File: src/sv/pjac_pkg.sv
package pjac_pkg;

	localparam int DATA_WIDTH = 32;
	localparam int FRAC_BITS  = 16;
	localparam int SUM_W      = 2 * DATA_WIDTH + 2;
	localparam int PROD_W     = 2 * DATA_WIDTH;
	localparam int POSE_WORDS = 12;
	localparam int FOCAL_W    = DATA_WIDTH - 1;
	// quotient bits kept by the divider before saturation
	localparam int QUO_W      = DATA_WIDTH + 1;
	localparam int MAG_W      = QUO_W + FOCAL_W;

	localparam int FOCAL_DEFAULT = 500;
	localparam int CX_DEFAULT    = 320;
	localparam int CY_DEFAULT    = 240;

	typedef logic signed [DATA_WIDTH-1:0] word_t;
	typedef logic signed [SUM_W-1:0]      acc_t;
	typedef logic signed [PROD_W-1:0]     prod_t;

	typedef enum logic [1:0] {
		REG_FOCAL_X,
		REG_FOCAL_Y,
		REG_CENTER_X,
		REG_CENTER_Y
	} reg_idx_t;

	typedef enum logic [1:0] {
		KIND_UV,
		KIND_POSE_U,
		KIND_POSE_V,
		KIND_POINT
	} kind_t;

	localparam logic MODE_POSE  = 1'b0;
	localparam logic MODE_POINT = 1'b1;

	typedef struct packed {
		logic       mode;
		logic [3:0] pose_slot;
		word_t      pose_word;
		word_t      point_x;
		word_t      point_y;
		word_t      point_z;
	} in_item_t;

	typedef struct packed {
		logic [1:0] row_kind;
		word_t      value0;
		word_t      value1;
		word_t      value2;
		word_t      value3;
		word_t      value4;
		word_t      value5;
		logic       depth_error;
		logic       last;
	} res_item_t;

	typedef struct packed {
		logic [FOCAL_W-1:0] fx;
		logic [FOCAL_W-1:0] fy;
		word_t              cx;
		word_t              cy;
	} cam_cfg_t;

	// one queued point with the pose it saw on arrival
	typedef struct packed {
		word_t [2:0] p;
		word_t [8:0] r;
		word_t [2:0] t;
	} job_t;

	localparam acc_t SAT_HI = {{(SUM_W-DATA_WIDTH+1){1'b0}}, {(DATA_WIDTH-1){1'b1}}};
	localparam acc_t SAT_LO = ~SAT_HI;

	function automatic word_t sat_w(input acc_t v);
		if (v > SAT_HI) return SAT_HI[DATA_WIDTH-1:0];
		if (v < SAT_LO) return SAT_LO[DATA_WIDTH-1:0];
		return v[DATA_WIDTH-1:0];
	endfunction

	function automatic acc_t ext_w(input word_t w);
		return {{(SUM_W-DATA_WIDTH){w[DATA_WIDTH-1]}}, w};
	endfunction

	// product scaled back, rounding toward minus infinity
	function automatic acc_t floor_q(input prod_t x);
		prod_t s;
		s = x >>> FRAC_BITS;
		return {{(SUM_W-PROD_W){s[PROD_W-1]}}, s};
	endfunction

	// same for the negated product
	function automatic acc_t floor_nq(input prod_t x);
		logic signed [PROD_W:0] n;
		n = -{x[PROD_W-1], x};
		n = n >>> FRAC_BITS;
		return {{(SUM_W-PROD_W-1){n[PROD_W]}}, n};
	endfunction

endpackage

File: src/sv/pjac_front.sv
module pjac_front
	import pjac_pkg::*;
(
	input  logic     clk,
	input  logic     arst_n,
	input  logic     push,
	output logic     full,
	input  in_item_t in_data,
	input  logic     job_pop,
	output logic     job_valid,
	output job_t     job
);

	localparam int QDEPTH = 2;
	localparam int PTR_W  = $clog2(QDEPTH);
	localparam word_t ONE_Q = word_t'(1) <<< FRAC_BITS;

	word_t              pose_q [POSE_WORDS];
	job_t               job_q  [QDEPTH];
	logic [PTR_W-1:0]   wp_q, rp_q;
	logic [PTR_W:0]     cnt_q;
	logic               take, enq, deq;
	job_t               new_job;

	assign full = (cnt_q == (PTR_W+1)'(QDEPTH));
	assign take = push && !full;
	assign enq  = take && (in_data.mode == MODE_POINT);
	assign deq  = job_pop && job_valid;

	assign job_valid = (cnt_q != '0);
	assign job       = job_q[rp_q];

	always_comb begin
		new_job.p[0] = in_data.point_x;
		new_job.p[1] = in_data.point_y;
		new_job.p[2] = in_data.point_z;
		for (int i = 0; i < 9; i++) new_job.r[i] = pose_q[i];
		for (int i = 0; i < 3; i++) new_job.t[i] = pose_q[9+i];
	end

	// pose store: identity rotation, zero translation after reset
	always_ff @(posedge clk or negedge arst_n) begin
		if (!arst_n) begin
			for (int i = 0; i < POSE_WORDS; i++) begin
				pose_q[i] <= (i == 0 || i == 4 || i == 8) ? ONE_Q : '0;
			end
		end else if (take && in_data.mode == MODE_POSE
				&& in_data.pose_slot < 4'(POSE_WORDS)) begin
			pose_q[in_data.pose_slot] <= in_data.pose_word;
		end
	end

	always_ff @(posedge clk or negedge arst_n) begin
		if (!arst_n) begin
			wp_q  <= '0;
			rp_q  <= '0;
			cnt_q <= '0;
		end else begin
			if (enq) wp_q <= wp_q + PTR_W'(1);
			if (deq) rp_q <= rp_q + PTR_W'(1);
			if (enq && !deq) cnt_q <= cnt_q + (PTR_W+1)'(1);
			else if (deq && !enq) cnt_q <= cnt_q - (PTR_W+1)'(1);
		end
	end

	always_ff @(posedge clk) begin
		if (enq) job_q[wp_q] <= new_job;
	end

endmodule

File: config.mk
export PLATFORM = sky130hd
export DESIGN_NAME = pjac_front
export DESIGN_NICKNAME = d
export VERILOG_FILES = /design/src/sv/pjac_pkg.sv /design/src/sv/pjac_front.sv
export SDC_FILE = /design/constraint.sdc
export NUM_CORES = 1
export LEC_CHECK = 0
export ABC_CLOCK_PERIOD_IN_PS = 30600
export BUFFER_PORTS_ARGS = -buffer_cell sky130_fd_sc_hd__buf_2
export CAP_MARGIN = 20
export CORE_MARGIN = 2
export CORE_UTILIZATION = 55
export CTS_CLUSTER_DIAMETER = 60
export CTS_CLUSTER_SIZE = 24
export DETAILED_ROUTE_END_ITERATION = 7
export GPL_TIMING_DRIVEN = 0
export PLACE_DENSITY = 0.8
export REMOVE_ABC_BUFFERS = 1
export SLEW_MARGIN = 10
export SYNTH_ARGS = -nofsm -noshare
export SYNTH_HDL_FRONTEND = slang
export SYNTH_SLANG_ARGS = --single-unit
File: constraint.sdc
create_clock -name clk -period 30.6 [get_ports clk]
set_input_delay 3.06 -clock clk [delete_from_list [all_inputs] [get_ports clk]]
set_output_delay 3.06 -clock clk [all_outputs]
set_load 0.02 [all_outputs]
==> out/results.md, run 1 <==
| Metric | Value | Unit |
|:---|:---|:---|
| Result of the run | finished, final reports clean | - |
| Commonest cells in the netlist | sky130_fd_sc_hd__edfxtp_1, sky130_fd_sc_hd__dfrtp_1, sky130_fd_sc_hd__mux2_1 | - |
| Final routed DRC violation total | 0 | - |
| Sort of element at the end of the critical path | output pin | - |
| Type of the most critical hold path | reg -> reg | - |
| Unrepaired setup endpoints after global routing | no | - |
| Hold Path End | job_q[1][67] | - |
| Worst hold path cell count | 0 | - |
| Achievable Freq | 154.8 | MHz |
| Distinct cell type count of the synthesized netlist | 27 | - |
| Number of detailed-route iterations in the first pass | 5 | - |
| Post-CTS repair timing setup buffer count | 0 | - |
| Ranking of synthesized cells by area | sky130_fd_sc_hd__edfxtp_1, sky130_fd_sc_hd__dfrtp_1, sky130_fd_sc_hd__mux2_1 | - |
| Count of clock tree sinks | 1348 | - |
| Transition time at the pin with the least slew margin | 883.9 | ps |
| CTS Root Cell | sky130_fd_sc_hd__clkbuf_16 | - |
| Type of the worst setup path | reg -> out | - |
| Cell chain of the critical path | buf_16, buf_16, buf_16, mux2_1, buf_2 | - |
| Number of warning messages in the yosys log | 0 | - |
| Clk_skew | 21.67 | ps |
| Hold path startpoint | new_job[67] | - |
| R2r worst-path depth | 11 | - |
| Combined flip-flop and latch cell area | 38540 | µm² |
| Vias in the first global route | 25250 | - |
| Worst-case headroom to the max-slew limit | 41.08 | % |
| Average footprint of a synthesized cell | 21.23 | µm² |
| Detailed-route wire length | 105.2 | mm |
| Required time of the critical path | 27540 | ps |
| Final design instance area without fill | 58640 | µm² |
| I/O pin total | 619 | - |
| Post-route minimum period | 6460 | ps |
| Floorplan core area | 90420 | µm² |
| Library cell with the highest instance count after synthesis | sky130_fd_sc_hd__edfxtp_1 | - |
| Post-synthesis sequential element count | 1348 | - |
| Maximum vdd ir drop | 0.06827 | mV |
| Global Route Usage Sum | 22.05 | % |
| Clock-pin transition on the worst setup and hold timing paths | 80 | ps |
| Leakage power summed over all cells | 23.69 | nW |
| # rows | 110 | - |
| Routability Congestion | 0.7552 | - |
| Slack of the worst reg-to-reg path | 26850 | ps |
| Launch instance of the worst register-to-register path | cnt_q[0] | - |
| Area growth from synthesis to layout | 16.45 | % |
| Tot Pwr | 0.005311 | W |
| Standard cell area after detailed placement | 55490 | µm² |
| CP dominant cell by count | sky130_fd_sc_hd__buf_16 | - |
| Number of cells produced by synthesis | 2372 | - |
| Total CTS buffers | 88 | - |
| Number of H-tree branching levels | 3 | - |
| Final Hold Vio Count | 0 | - |
| Total gr overflow | 0 | - |
| Maximum fanout along the worst path | 70 | - |
| Worst Path Arrival | 3400 | ps |
| Share of layout cells above drive strength 1 | 44.83 | % |
| Maximum number of pins on one net before global-route repair | 102 | - |
| Fraction of registers with async set/reset | 28.78 | % |
| Slowest cell delay on critical path | 1010 | ps |
| Sequential-to-total area share from yosys stat | 76.53 | % |
| CP max stage cell | sky130_fd_sc_hd__dfrtp_4 | - |
| Detail Placement HPWL | 67.97 | mm |
| Via total after detailed routing | 23611 | - |
| Final Cycle Share | 21.11 | % |
| Clock tree from TritonCTS | yes | - |
| Max capacitance violation total | 0 | - |
| Count of antenna-violating nets left after detailed routing | 0 | - |
| Hold buffer count at cts | 0 | - |
| Starting density of the core | 55.69 | % |
| Die Width | 306.6 | µm |
| Overall die height | 306.6 | µm |
| Quantity of I/O buffers inserted on ports | 618 | - |
| P per Cell Area | 90.56 | nW/µm² |
| First-iteration detailed-routing DRC count | 1950 | - |
| Area used by multi-input combinational logic | 11040 | µm² |
| Routed length per placed instance | 24.69 | µm |
| Fin nets | 3147 | - |
| Endpoint of the worst-slack reg-to-reg timing path | job_q[0][450] | - |
| Worst skew pair latency | 680 | ps |
| Share of the synthesized area in the top cell type | 57.25 | % |
| Number of flops mapped to enable cells by yosys | 960 | - |
| Sort of element at the start of the critical path | flip-flop | - |
| Dominant register cell in the synthesized netlist | sky130_fd_sc_hd__edfxtp_1 | - |
| Netlist area before placement | 50360 | µm² |
| Die footprint | 94000 | µm² |
| Fill cell instance count of the final layout | 5804 | - |
| Number of antenna violations at the first check in global routing | 6 | - |
| Max Slew Vio Count | 0 | - |
| Wire length of the first global-routing pass | 155.6 | mm |
| Count of endpoints failing setup in the final report | 0 | - |
| Via density per instance | 5.540 | - |
| Cells resized by post-CTS repair | 0 | - |
| Cell type with the largest total area after synthesis | sky130_fd_sc_hd__edfxtp_1 | - |
| Maximum count of clock buffers along a single path | 3 | - |
final cells by class:
| class | count | area share (%) |
|---|---|---|
| multi-input cells | 897 | 18.82 |
| clock buffers | 98 | 3.853 |
| repair buffers | 673 | 7.557 |
| clock inverters | 66 | 1.508 |
| well taps | 1176 | 2.509 |
| inverters | 1 | 0.006401 |
| diodes | 3 | 0.01280 |
| flip-flops and latches | 1348 | 65.73 |
kinds of logic after synthesis:
group                      share of synthesized area (%)
buffers and inverters                              1.583
xor gates and xnor gates                         0.08698
muxes                                              21.11
adders and majority gates                        0.02484
and+or+nand+nor                                   0.6634
DFF                                                76.53
routing by layer:
| layer | global-route usage (%) | wire length [µm] |
|---|---|---|
| met1 | 26.12 | 39810 |
| met2 | 38.34 | 53850 |
| met3 | 6.272 | 7689 |
| met4 | 8.288 | 3864 |
| met5 | 0 | 13 |
how the worst max path moves through the flow:
stage | startpoint | endpoint | slack, ps | depth (start not counted)
2_1_floorplan | push | job_q[0][0] | 5040 | 2
3_3_place_gp | push | job_q[0][43] | -5400 | 3
5_1_grt | rp_q | job[428] | 24000 | 5
6_report | rp_q | job[428] | 24140 | 5
3_5_place_dp | in_data[132] | job_q[1][440] | 24550 | 8
4_1_cts | rp_q | job[428] | 24090 | 5
where the power goes:
part | internal (W) | total [W] | switching, W
logic | 0.000614 | 0.00144 | 0.000827
clock network | 0.000621 | 0.00129 | 0.000668
registers | 0.00240 | 0.00258 | 0.000178
state kept, by name, indices dropped and copies added (netlist names):
name and count:
cnt_q 2, job_q 960, new_job 384, rp_q 1, wp_q 1
cells in the final DEF (no fill, tap or decap), types with 2 or more instances in the layout:
cell / instances
sky130_fd_sc_hd__mux2_1: 334
sky130_fd_sc_hd__clkbuf_1: 8
sky130_fd_sc_hd__dfstp_2: 3
sky130_fd_sc_hd__clkinv_8: 11
sky130_fd_sc_hd__and2b_1: 2
sky130_fd_sc_hd__edfxtp_1: 960
sky130_fd_sc_hd__buf_12: 23
sky130_fd_sc_hd__inv_6: 16
sky130_fd_sc_hd__and4_4: 2
sky130_fd_sc_hd__inv_12: 4
sky130_fd_sc_hd__buf_8: 2
sky130_fd_sc_hd__inv_8: 13
sky130_fd_sc_hd__mux2_4: 240
sky130_fd_sc_hd__bufinv_16: 5
sky130_fd_sc_hd__buf_16: 31
sky130_fd_sc_hd__diode_2: 3
sky130_fd_sc_hd__inv_16: 3
sky130_fd_sc_hd__clkinv_16: 2
sky130_fd_sc_hd__nand4_4: 10
sky130_fd_sc_hd__and2b_4: 2
sky130_fd_sc_hd__mux2_2: 290
sky130_fd_sc_hd__xnor2_1: 2
sky130_fd_sc_hd__clkinv_2: 4
sky130_fd_sc_hd__clkbuf_16: 88
sky130_fd_sc_hd__clkbuf_8: 2
sky130_fd_sc_hd__dfrtp_1: 384
sky130_fd_sc_hd__buf_2: 617
sky130_fd_sc_hd__nor2_1: 2
sky130_fd_sc_hd__xor2_1: 3
sky130_fd_sc_hd__clkinv_4: 6
stage by stage:
stage / instances / hold WS (ps) / setup slack [ps] / TNS, ps / utilization, %
after CTS: 4259 / 460.6 / 24090 / 0 / 64.84
after floorplan: 2246 / 435.0 / 5044 / 0 / -
after global placement: 4040 / 442.0 / -5401 / -2554090 / 59.86
after detailed placement: 4095 / 446.1 / 24550 / 0 / 61.37
final: 4262 / 457.8 / 24140 / 0 / 64.85
after global routing: 4262 / 471.4 / 24000 / 0 / 64.85
critical path, delay by kind of cell (launching register included):
kind / cells / cell delay, ps
buffers and inverters: 4 / 1120
flip-flops: 1 / 1010
multiplexers: 1 / 430
Power figures use the tool's default switching activity.
==> inputs of run 2 (changes only) <==
--- a/config.mk
+++ b/config.mk
@@ -5,16 +5,17 @@
 export SDC_FILE = /design/constraint.sdc
 export NUM_CORES = 1
 export LEC_CHECK = 0
-export ABC_CLOCK_PERIOD_IN_PS = 30600
+export ABC_AREA = 1
+export ABC_CLOCK_PERIOD_IN_PS = 5650
 export BUFFER_PORTS_ARGS = -buffer_cell sky130_fd_sc_hd__buf_2
 export CAP_MARGIN = 20
 export CORE_MARGIN = 2
-export CORE_UTILIZATION = 55
+export CORE_UTILIZATION = 52
 export CTS_CLUSTER_DIAMETER = 60
 export CTS_CLUSTER_SIZE = 24
 export DETAILED_ROUTE_END_ITERATION = 7
 export GPL_TIMING_DRIVEN = 0
-export PLACE_DENSITY = 0.8
+export PLACE_DENSITY = 0.79
 export REMOVE_ABC_BUFFERS = 1
 export SLEW_MARGIN = 10
 export SYNTH_ARGS = -nofsm -noshare
==> constraint.sdc (replaced) <==
create_clock -name clk -period 5.65 [get_ports clk]
set_input_delay 0.565 -clock clk [delete_from_list [all_inputs] [get_ports clk]]
set_output_delay 0.565 -clock clk [all_outputs]
set_load 0.02 [all_outputs]
==> run 2 against run 1 <==
  * Power grew to 5.8 times the previous value
  * Register-to-register slack worse by 24000 ps
  * Area after synthesis is 0.11% higher
  * Critical path depth is 3 higher
  * Routed wire length is 32% higher
  * Clock skew is 16 ps higher
==> out/results.md, run 2 <==
| Metric | Value | Unit | vs previous |
|:---|:---|:---|:---|
| Result of the run | finished, final reports clean | - |  |
| Maximum fanout along the worst path | 102 | - | +46% |
| Fraction of registers with async set/reset | 28.78 | % | unchanged |
| Cell type with the largest total area after synthesis | sky130_fd_sc_hd__edfxtp_1 | - |  |
| Final Cycle Share | 77.39 | % |  |
| Detail Placement HPWL | 84.02 | mm | +24% |
| Library cell with the highest instance count after synthesis | sky130_fd_sc_hd__nand2_1 | - |  |
| P per Cell Area | 512.1 | nW/µm² | +470% |
| Die Width | 315.4 | µm | +2.9% |
| Number of detailed-route iterations in the first pass | 6 | - | +1 |
| Wire length of the first global-routing pass | 199.0 | mm | +28% |
| Number of cells produced by synthesis | 4255 | - | +79% |
| Count of endpoints failing setup in the final report | 0 | - | unchanged |
| Type of the worst setup path | reg -> out | - |  |
| Max capacitance violation total | 0 | - | unchanged |
| Post-route minimum period | 4372 | ps |  |
| Max Slew Vio Count | 0 | - | unchanged |
| Util after Layout | 61.97 | % | -2.9 points |
| Required time of the critical path | 5090 | ps | -22450 ps |
| Placed cell count | 5981 | - | +46% |
| Average footprint of a synthesized cell | 11.85 | µm² | -44% |
| Final Hold Vio Count | 0 | - | unchanged |
| Number of flops mapped to enable cells by yosys | 960 | - | unchanged |
| Sequential-to-total area share from yosys stat | 76.45 | % | -0.084 points |
| Internal power | 0.01913 | W | +430% |
| Worst Path Arrival | 3810 | ps | +410 ps |
| Number of warning messages in the yosys log | 0 | - | unchanged |
| Commonest cells in the netlist | sky130_fd_sc_hd__nand2_1, sky130_fd_sc_hd__edfxtp_1, sky130_fd_sc_hd__dfrtp_1, sky130_fd_sc_hd__nand3_1, sky130_fd_sc_hd__clkbuf_1 | - |  |
| Distinct cell type count of the synthesized netlist | 20 | - | -26% |
| Detailed-route wire length | 138.4 | mm | +32% |
| Area growth from synthesis to layout | 18.52 | % |  |
| Floorplan core area | 96420 | µm² | +6.6% |
| Power share of the combinational group | 30.2 | % | +3.1 points |
| Share of the synthesized area in the top cell type | 57.18 | % | -0.063 points |
| # rows | 114 | - | +3.6% |
| Global Route Usage Sum | 27.09 | % | +5.0 points |
| Post-synthesis sequential element count | 1348 | - | unchanged |
| Clock-pin transition on the worst setup and hold timing paths | 80 | ps | about the same |
| Routed length per placed instance | 22.36 | µm | -9.4% |
| Type of the most critical hold path | in -> reg | - |  |
| Worst-case headroom to the max-slew limit | 40.38 | % | -0.70 points |
| Ranking of synthesized cells by area | sky130_fd_sc_hd__edfxtp_1, sky130_fd_sc_hd__dfrtp_1, sky130_fd_sc_hd__nand2_1 | - |  |
| Number of flip-flops in the largest register | 960 | - | unchanged |
| Starting density of the core | 52.28 | % | -3.4 points |
| Vias in the first global route | 32325 | - | +28% |
| Most common cell after layout, fill and taps aside | sky130_fd_sc_hd__nand2_1 | - |  |
| Die footprint | 99460 | µm² | +5.8% |
| Overall die height | 315.4 | µm | +2.9% |
| Quantity of I/O buffers inserted on ports | 618 | - | unchanged |
| Reg with most FFs | job_q | - |  |
| Dominant register cell in the synthesized netlist | sky130_fd_sc_hd__edfxtp_1 | - |  |
| Transition time at the pin with the least slew margin | 892.2 | ps | +8.365 ps |
| Most used cells in the layout excluding fill and tap cells | sky130_fd_sc_hd__nand2_1, sky130_fd_sc_hd__edfxtp_1, sky130_fd_sc_hd__buf_2 | - |  |
| Total gr overflow | 0 | - | unchanged |
| Number of antenna violations at the first check in global routing | 11 | - | +5 |
| Routability Congestion | 0.7414 | - | -1.8% |
| Netlist area before placement | 50410 | µm² | +0.11% |
| Fin nets | 4963 | - | +58% |
| I/O pin total | 619 | - | unchanged |
| Sort of element at the start of the critical path | flip-flop | - |  |
| Share of layout cells above drive strength 1 | 18.79 | % | -26 points |
| Number of H-tree branching levels | 3 | - | unchanged |
| Leakage power summed over all cells | 26.98 | nW | +14% |
| Switching share of total power | 37.48 | % | +6.0 points |
| Total CTS buffers | 99 | - | +13% |
| Maximum vdd ir drop | 0.4552 | mV | +570% |
| Via density per instance | 5.421 | - | -2.2% |
| Worst hold margin | 42.02 | ps | -415.8 ps |
| CTS Root Cell | sky130_fd_sc_hd__clkbuf_16 | - |  |
| Unrepaired setup endpoints after global routing | no | - |  |
| Worst skew pair latency | 710 | ps | +30 ps |
| Count of clock tree sinks | 1348 | - | unchanged |
| Sort of element at the end of the critical path | output pin | - |  |
| Proportion of power drawn by the clock network | 25.4 | % | +1.1 points |
| Relative contribution of sequential cells to total power | 44.3 | % | -4.3 points |
| Layout Cells excl Fill | 6190 | - | +45% |
| Achievable Freq | 228.7 | MHz |  |
| Clk_skew | 37.78 | ps | +16.12 ps |
| Count of antenna-violating nets left after detailed routing | 0 | - | unchanged |
| Maximum number of pins on one net before global-route repair | 133 | - | +30% |
| Psw | 0.01147 | W | +590% |
| Setup TNS | 0 | ps | unchanged |
| Via total after detailed routing | 33553 | - | +42% |
| Fill cell instance count of the final layout | 7107 | - | +22% |
| Clock tree from TritonCTS | yes | - |  |
| Maximum count of clock buffers along a single path | 3 | - | unchanged |
| Final routed DRC violation total | 0 | - | unchanged |
| First-iteration detailed-routing DRC count | 3797 | - | +95% |
run 2: final cells by class:
type	count	area [µm²]	share of cell area, %
Sequential cell	1348	38540	64.51
Multi-Input combinational cell	2641	10620	17.77
Timing Repair Buffer	723	5285	8.845
Clock buffer	106	2566	4.295
Tap cell	1276	1597	2.672
Clock inverter	81	1082	1.811
Inverter	12	52.55	0.08795
Antenna cell	3	7.507	0.01256
run 2: final timing paths:
kind,startpoint,endpoint,slack [ps],depth (start not counted)
max,rp_q,job[472],1280,8
min,in_data[76],job_q[1][396],40,1
max reg2reg,cnt_q[0],job_q[1][44],2520,9
min reg2reg,new_job[263],job_q[0][263],450,0
max in group asynchronous,arst_n,new_job[270],3910,4
min in group asynchronous,arst_n,new_job[250],320,2
run 2: power groups by stage:
stage	clock (W)	combinational [W]	sequential [W]
floorplan	0	0.00470	0.0144
global placement	0	0.00471	0.0141
detailed placement	0	0.00922	0.0137
CTS	0.00787	0.00929	0.0135
global route	0.00823	0.00996	0.0137
finish	0.00778	0.00925	0.0136
run 2: per-layer routing:
layer | up-vias | share of wire [%] | track usage [%]
met4 | 12 | 4.3 | 11.58
met1 | 16368 | 36 | 33.71
met2 | 1651 | 49 | 44.88
met5 | - | 0.056 | 0
met3 | 285 | 11 | 7.451
li1 | 15237 | - | -
run 2: through the flow:
step                worst slack [ps]  power [W]  instance area, µm²
finish                          1278    0.03060               59750
global route                    1126    0.03191               59750
CTS                             1213    0.03071               59740
detailed placement              1978    0.02297               55900
global placement              -60000    0.01882               53780
floorplan                     -18800    0.01914               49090
run 2: logic make-up (layout without fill, tap and decap cells):
kind of cell | after synthesis | in the layout | share of synthesized area, %
flops | 1348 | 1348 | 76.45
buf+inv | 266 | 922 | 2.723
other cells | 0 | 3 | 0
simple gates | 2636 | 2636 | 20.73
xor+xnor | 4 | 4 | 0.06951
fa+ha+maj | 1 | 1 | 0.02481
run 2: critical path, cell delays in order (launching register included):
cell,delay [ps]
sky130_fd_sc_hd__dfrtp_4,750
sky130_fd_sc_hd__buf_16,300
sky130_fd_sc_hd__buf_16,250
sky130_fd_sc_hd__inv_8,330
sky130_fd_sc_hd__buf_16,350
sky130_fd_sc_hd__buf_16,380
sky130_fd_sc_hd__nand2_1,100
sky130_fd_sc_hd__nand2_1,190
sky130_fd_sc_hd__buf_2,200
run 2: timing repair:
action,in CTS,in global routing
hold buffers,19,0
hold endpoints to repair,63,0
gates resized for setup,0,0
buffers inserted,0,0
==> inputs of run 3 (changes only) <==
--- a/config.mk
+++ b/config.mk
@@ -5,8 +5,8 @@
 export SDC_FILE = /design/constraint.sdc
 export NUM_CORES = 1
 export LEC_CHECK = 0
-export ABC_AREA = 1
-export ABC_CLOCK_PERIOD_IN_PS = 5650
+export ABC_AREA = 0
+export ABC_CLOCK_PERIOD_IN_PS = 3700
 export BUFFER_PORTS_ARGS = -buffer_cell sky130_fd_sc_hd__buf_2
 export CAP_MARGIN = 20
 export CORE_MARGIN = 2
==> constraint.sdc (replaced) <==
create_clock -name clk -period 3.7 [get_ports clk]
set_input_delay 0.37 -clock clk [delete_from_list [all_inputs] [get_ports clk]]
set_output_delay 0.37 -clock clk [all_outputs]
set_load 0.02 [all_outputs]
==> run 3 against run 2 <==
  * Combinational power is 31% higher
  * Register-to-register slack got worse by 2200 ps
  * Flip-flop and latch count unchanged
  * Routed wire length shrank 23%
  * Via count is 28% lower
  * Global-route usage fell by 6.1 points
  * Clock skew decreased by 3.8 ps
  * Cell area about the same
  * Setup slack lost 1100 ps
  * Sequential power rose by 57%
  * First-iteration DRC count decreased by 50%
  * Die area fell by 0.11%
  * Critical path type unchanged
==> out/results.md, run 3 (same netlist as run 1, synthesis figures left out) <==
| Metric | Value | Unit | vs previous |
|:---|:---|:---|:---|
| Share of layout cells above drive strength 1 | 43.56 | % | +25 points |
| R2r worst-path depth | 10 | - | +1 |
| Max capacitance violation total | 0 | - | unchanged |
| I/O pin total | 619 | - | unchanged |
| Detailed-route wire length | 106.8 | mm | -23% |
| Number of H-tree branching levels | 3 | - | unchanged |
| # rows | 114 | - | unchanged |
| Clk_skew | 34.03 | ps | -3.751 ps |
| Overall die height | 315.2 | µm | about the same |
| Proportion of power drawn by the clock network | 24.2 | % | -1.2 points |
| Via total after detailed routing | 24147 | - | -28% |
| Psw | 0.01394 | W | +22% |
| Starting density of the core | 52.30 | % | about the same |
| Power share of the combinational group | 27.5 | % | -2.7 points |
| Count of endpoints failing setup in the final report | 0 | - | unchanged |
| Worst skew pair latency | 680 | ps | -30 ps |
| Post-route minimum period | 3493 | ps |  |
| Result of the run | finished, final reports clean | - |  |
| Worst Path Arrival | 3120 | ps | -690 ps |
| Relative contribution of sequential cells to total power | 48.3 | % | +4.0 points |
| Unrepaired setup endpoints after global routing | no | - |  |
| Clock tree from TritonCTS | yes | - |  |
| Routability Congestion | 0.7725 | - | +4.2% |
| Maximum fanout along the worst path | 62 | - | -39% |
| Count of antenna-violating nets left after detailed routing | 0 | - | unchanged |
| Dominant delay contributor by cell family on the critical path | buffers and inverters | - |  |
| Vias in the first global route | 25208 | - | -22% |
| Sort of element at the end of the critical path | output pin | - |  |
| Endpoint of the worst-slack reg-to-reg timing path | job_q[0][48] | - |  |
| Slack of the worst reg-to-reg path | 320 | ps | -2200 ps |
| Via density per instance | 5.414 | - | -0.12% |
| Placed cell count | 4192 | - | -30% |
| Worst-case headroom to the max-slew limit | 48.91 | % | +8.5 points |
| Most used cells in the layout excluding fill and tap cells | sky130_fd_sc_hd__edfxtp_1, sky130_fd_sc_hd__buf_2, sky130_fd_sc_hd__dfrtp_1 | - |  |
| Type of the worst setup path | reg -> out | - |  |
| Count of clock tree sinks | 1348 | - | unchanged |
| Maximum vdd ir drop | 0.6518 | mV | +43% |
| Type of the most critical hold path | in -> reg | - |  |
| Worst hold margin | 91.24 | ps | +49.22 ps |
| Wire length of the first global-routing pass | 156.9 | mm | -21% |
| CP max stage cell | sky130_fd_sc_hd__dfrtp_4 | - |  |
| Area growth from synthesis to layout | 18.58 | % | about the same |
| Fin nets | 3248 | - | -35% |
| Maximum count of clock buffers along a single path | 3 | - | unchanged |
| CTS Root Cell | sky130_fd_sc_hd__clkbuf_16 | - |  |
| Quantity of I/O buffers inserted on ports | 618 | - | unchanged |
| Layout Cells excl Fill | 4460 | - | -28% |
| Max Slew Vio Count | 0 | - | unchanged |
| CP Depth | 5 | - | -3 |
| Transition time at the pin with the least slew margin | 766.3 | ps | -125.9 ps |
| Number of antenna violations at the first check in global routing | 2 | - | -9 |
| Final Hold Vio Count | 0 | - | unchanged |
| Final Cycle Share | 94.40 | % |  |
| Floorplan core area | 96280 | µm² | -0.15% |
| Slowest cell delay on critical path | 690 | ps | -60 ps |
| Maximum number of pins on one net before global-route repair | 99 | - | -26% |
| Launch instance of the worst register-to-register path | cnt_q[0] | - |  |
| Global Route Usage Sum | 20.97 | % | -6.1 points |
| Required time of the critical path | 3330 | ps | -1760 ps |
| Achievable Freq | 286.3 | MHz |  |
| Final routed DRC violation total | 0 | - | unchanged |
| Worst setup path startpoint | rp_q | - |  |
| Reg with most FFs | job_q | - |  |
| Most common cell after layout, fill and taps aside | sky130_fd_sc_hd__edfxtp_1 | - |  |
| Switching share of total power | 31.63 | % | -5.8 points |
| P per Cell Area | 737.9 | nW/µm² | +44% |
| Die footprint | 99350 | µm² | -0.11% |
| Number of flip-flops in the largest register | 960 | - | unchanged |
| Cells resized by post-CTS repair | 0 | - | unchanged |
| Total gr overflow | 0 | - | unchanged |
| Total CTS buffers | 91 | - | -8.1% |
| Detail Placement HPWL | 66.72 | mm | -21% |
| Sort of element at the start of the critical path | flip-flop | - |  |
| Leakage power summed over all cells | 24.08 | nW | -11% |
| CP dominant cell by count | sky130_fd_sc_hd__buf_16 | - |  |
| Die Width | 315.2 | µm | about the same |
| Cell chain of the critical path | buf_16, buf_16, buf_16, mux2_1, buf_2 | - |  |
| Number of detailed-route iterations in the first pass | 5 | - | -1 |
| Setup TNS | 0 | ps | unchanged |
| Routed length per placed instance | 23.95 | µm | +7.1% |
| End point of the critical path | job[442] | - |  |
| Clock-pin transition on the worst setup and hold timing paths | 80 | ps | about the same |
| Internal power | 0.03012 | W | +57% |
| First-iteration detailed-routing DRC count | 1882 | - | -50% |
| WP buf/inv | 4 | - | -2 |
-- run 3: changes by cell type in the layout (fill, tap and decap cells not counted), moves of 8 or more --
cell                            previous run  this run
sky130_fd_sc_hd__mux2_4                    0       240
sky130_fd_sc_hd__nand2_1                2221         1
sky130_fd_sc_hd__clkbuf_16               101        93
sky130_fd_sc_hd__mux2_1                    0       334
sky130_fd_sc_hd__mux2_2                    0       290
sky130_fd_sc_hd__nand2_4                   8         0
sky130_fd_sc_hd__buf_12                   50        24
sky130_fd_sc_hd__nor2_4                   15         0
sky130_fd_sc_hd__dlygate4sd3_1            19        97
sky130_fd_sc_hd__buf_16                   36        28
sky130_fd_sc_hd__inv_1                     8         0
sky130_fd_sc_hd__nand4_4                   0        10
sky130_fd_sc_hd__nand3_1                 385         0
-- run 3: how the worst min path moves through the flow --
stage | from | endpoint | slack [ps] | cells after the start
6_report | job_pop | rp_q | 90 | 3
5_1_grt | job_pop | rp_q | 60 | 3
4_1_cts | job_pop | rp_q | 30 | 3
3_5_place_dp | arst_n | new_job[110] | 240 | 1
3_3_place_gp | new_job[91] | job_q[0][91] | 440 | 0
2_1_floorplan | arst_n | cnt_q[0] | 70 | 0
-- run 3: power groups by stage --
stage | Combinational [W] | Sequential, W | Clock (W)
after floorplan | 0.00477 | 0.0216 | 0
after global placement | 0.00541 | 0.0214 | 0
after detailed placement | 0.0119 | 0.0216 | 0
after CTS | 0.0122 | 0.0213 | 0.0109
after global routing | 0.0128 | 0.0216 | 0.0114
final | 0.0121 | 0.0213 | 0.0107
-- run 3: area by class of cell --
cell class	count	area [µm²]
sequential	1348	38540
timing repair buffer	770	5355
tap	1276	1597
inverter	1	3.754
clock inverter	68	819.5
antenna	2	5.005
multi-input combinational	898	11050
fill	6423	36570
clock buffer	97	2342
-- run 3: routing by layer --
metal | wire length (µm) | global-route usage (%)
met5 | 0 | 0
met2 | 54630 | 35.91
met3 | 7753 | 5.269
met4 | 2317 | 5.844
met1 | 42130 | 26.59
-- run 3: repair_timing --
item / 4_1_cts / 5_1_grt
setup buffers: 2 / 1
setup endpoints to repair: 44 / 21
hold buffers: 97 / 0
hold endpoints to repair: 385 / 0
cloned: 1 / 0
-- run 3: stage by stage --
stage / setup slack, ps / cell area, µm² / power (W) / util [%]
3_3_place_gp: -30290 / 54250 / 0.02683 / 56.35
5_1_grt: 111.5 / 59710 / 0.04575 / 62.02
3_5_place_dp: -201.7 / 55520 / 0.03352 / 57.67
4_1_cts: 20.20 / 59680 / 0.04432 / 61.99
2_1_floorplan: -19560 / 49570 / 0.02642 / -
6_report: 207.2 / 59710 / 0.04406 / 62.02
-- run 3: worst min-delay path: cells and delay by family --
kind | cells | cell delay, ps
XOR/XNOR | 1 | 100
buffers and inverters | 1 | 100
AND/OR/NAND/NOR | 1 | 130
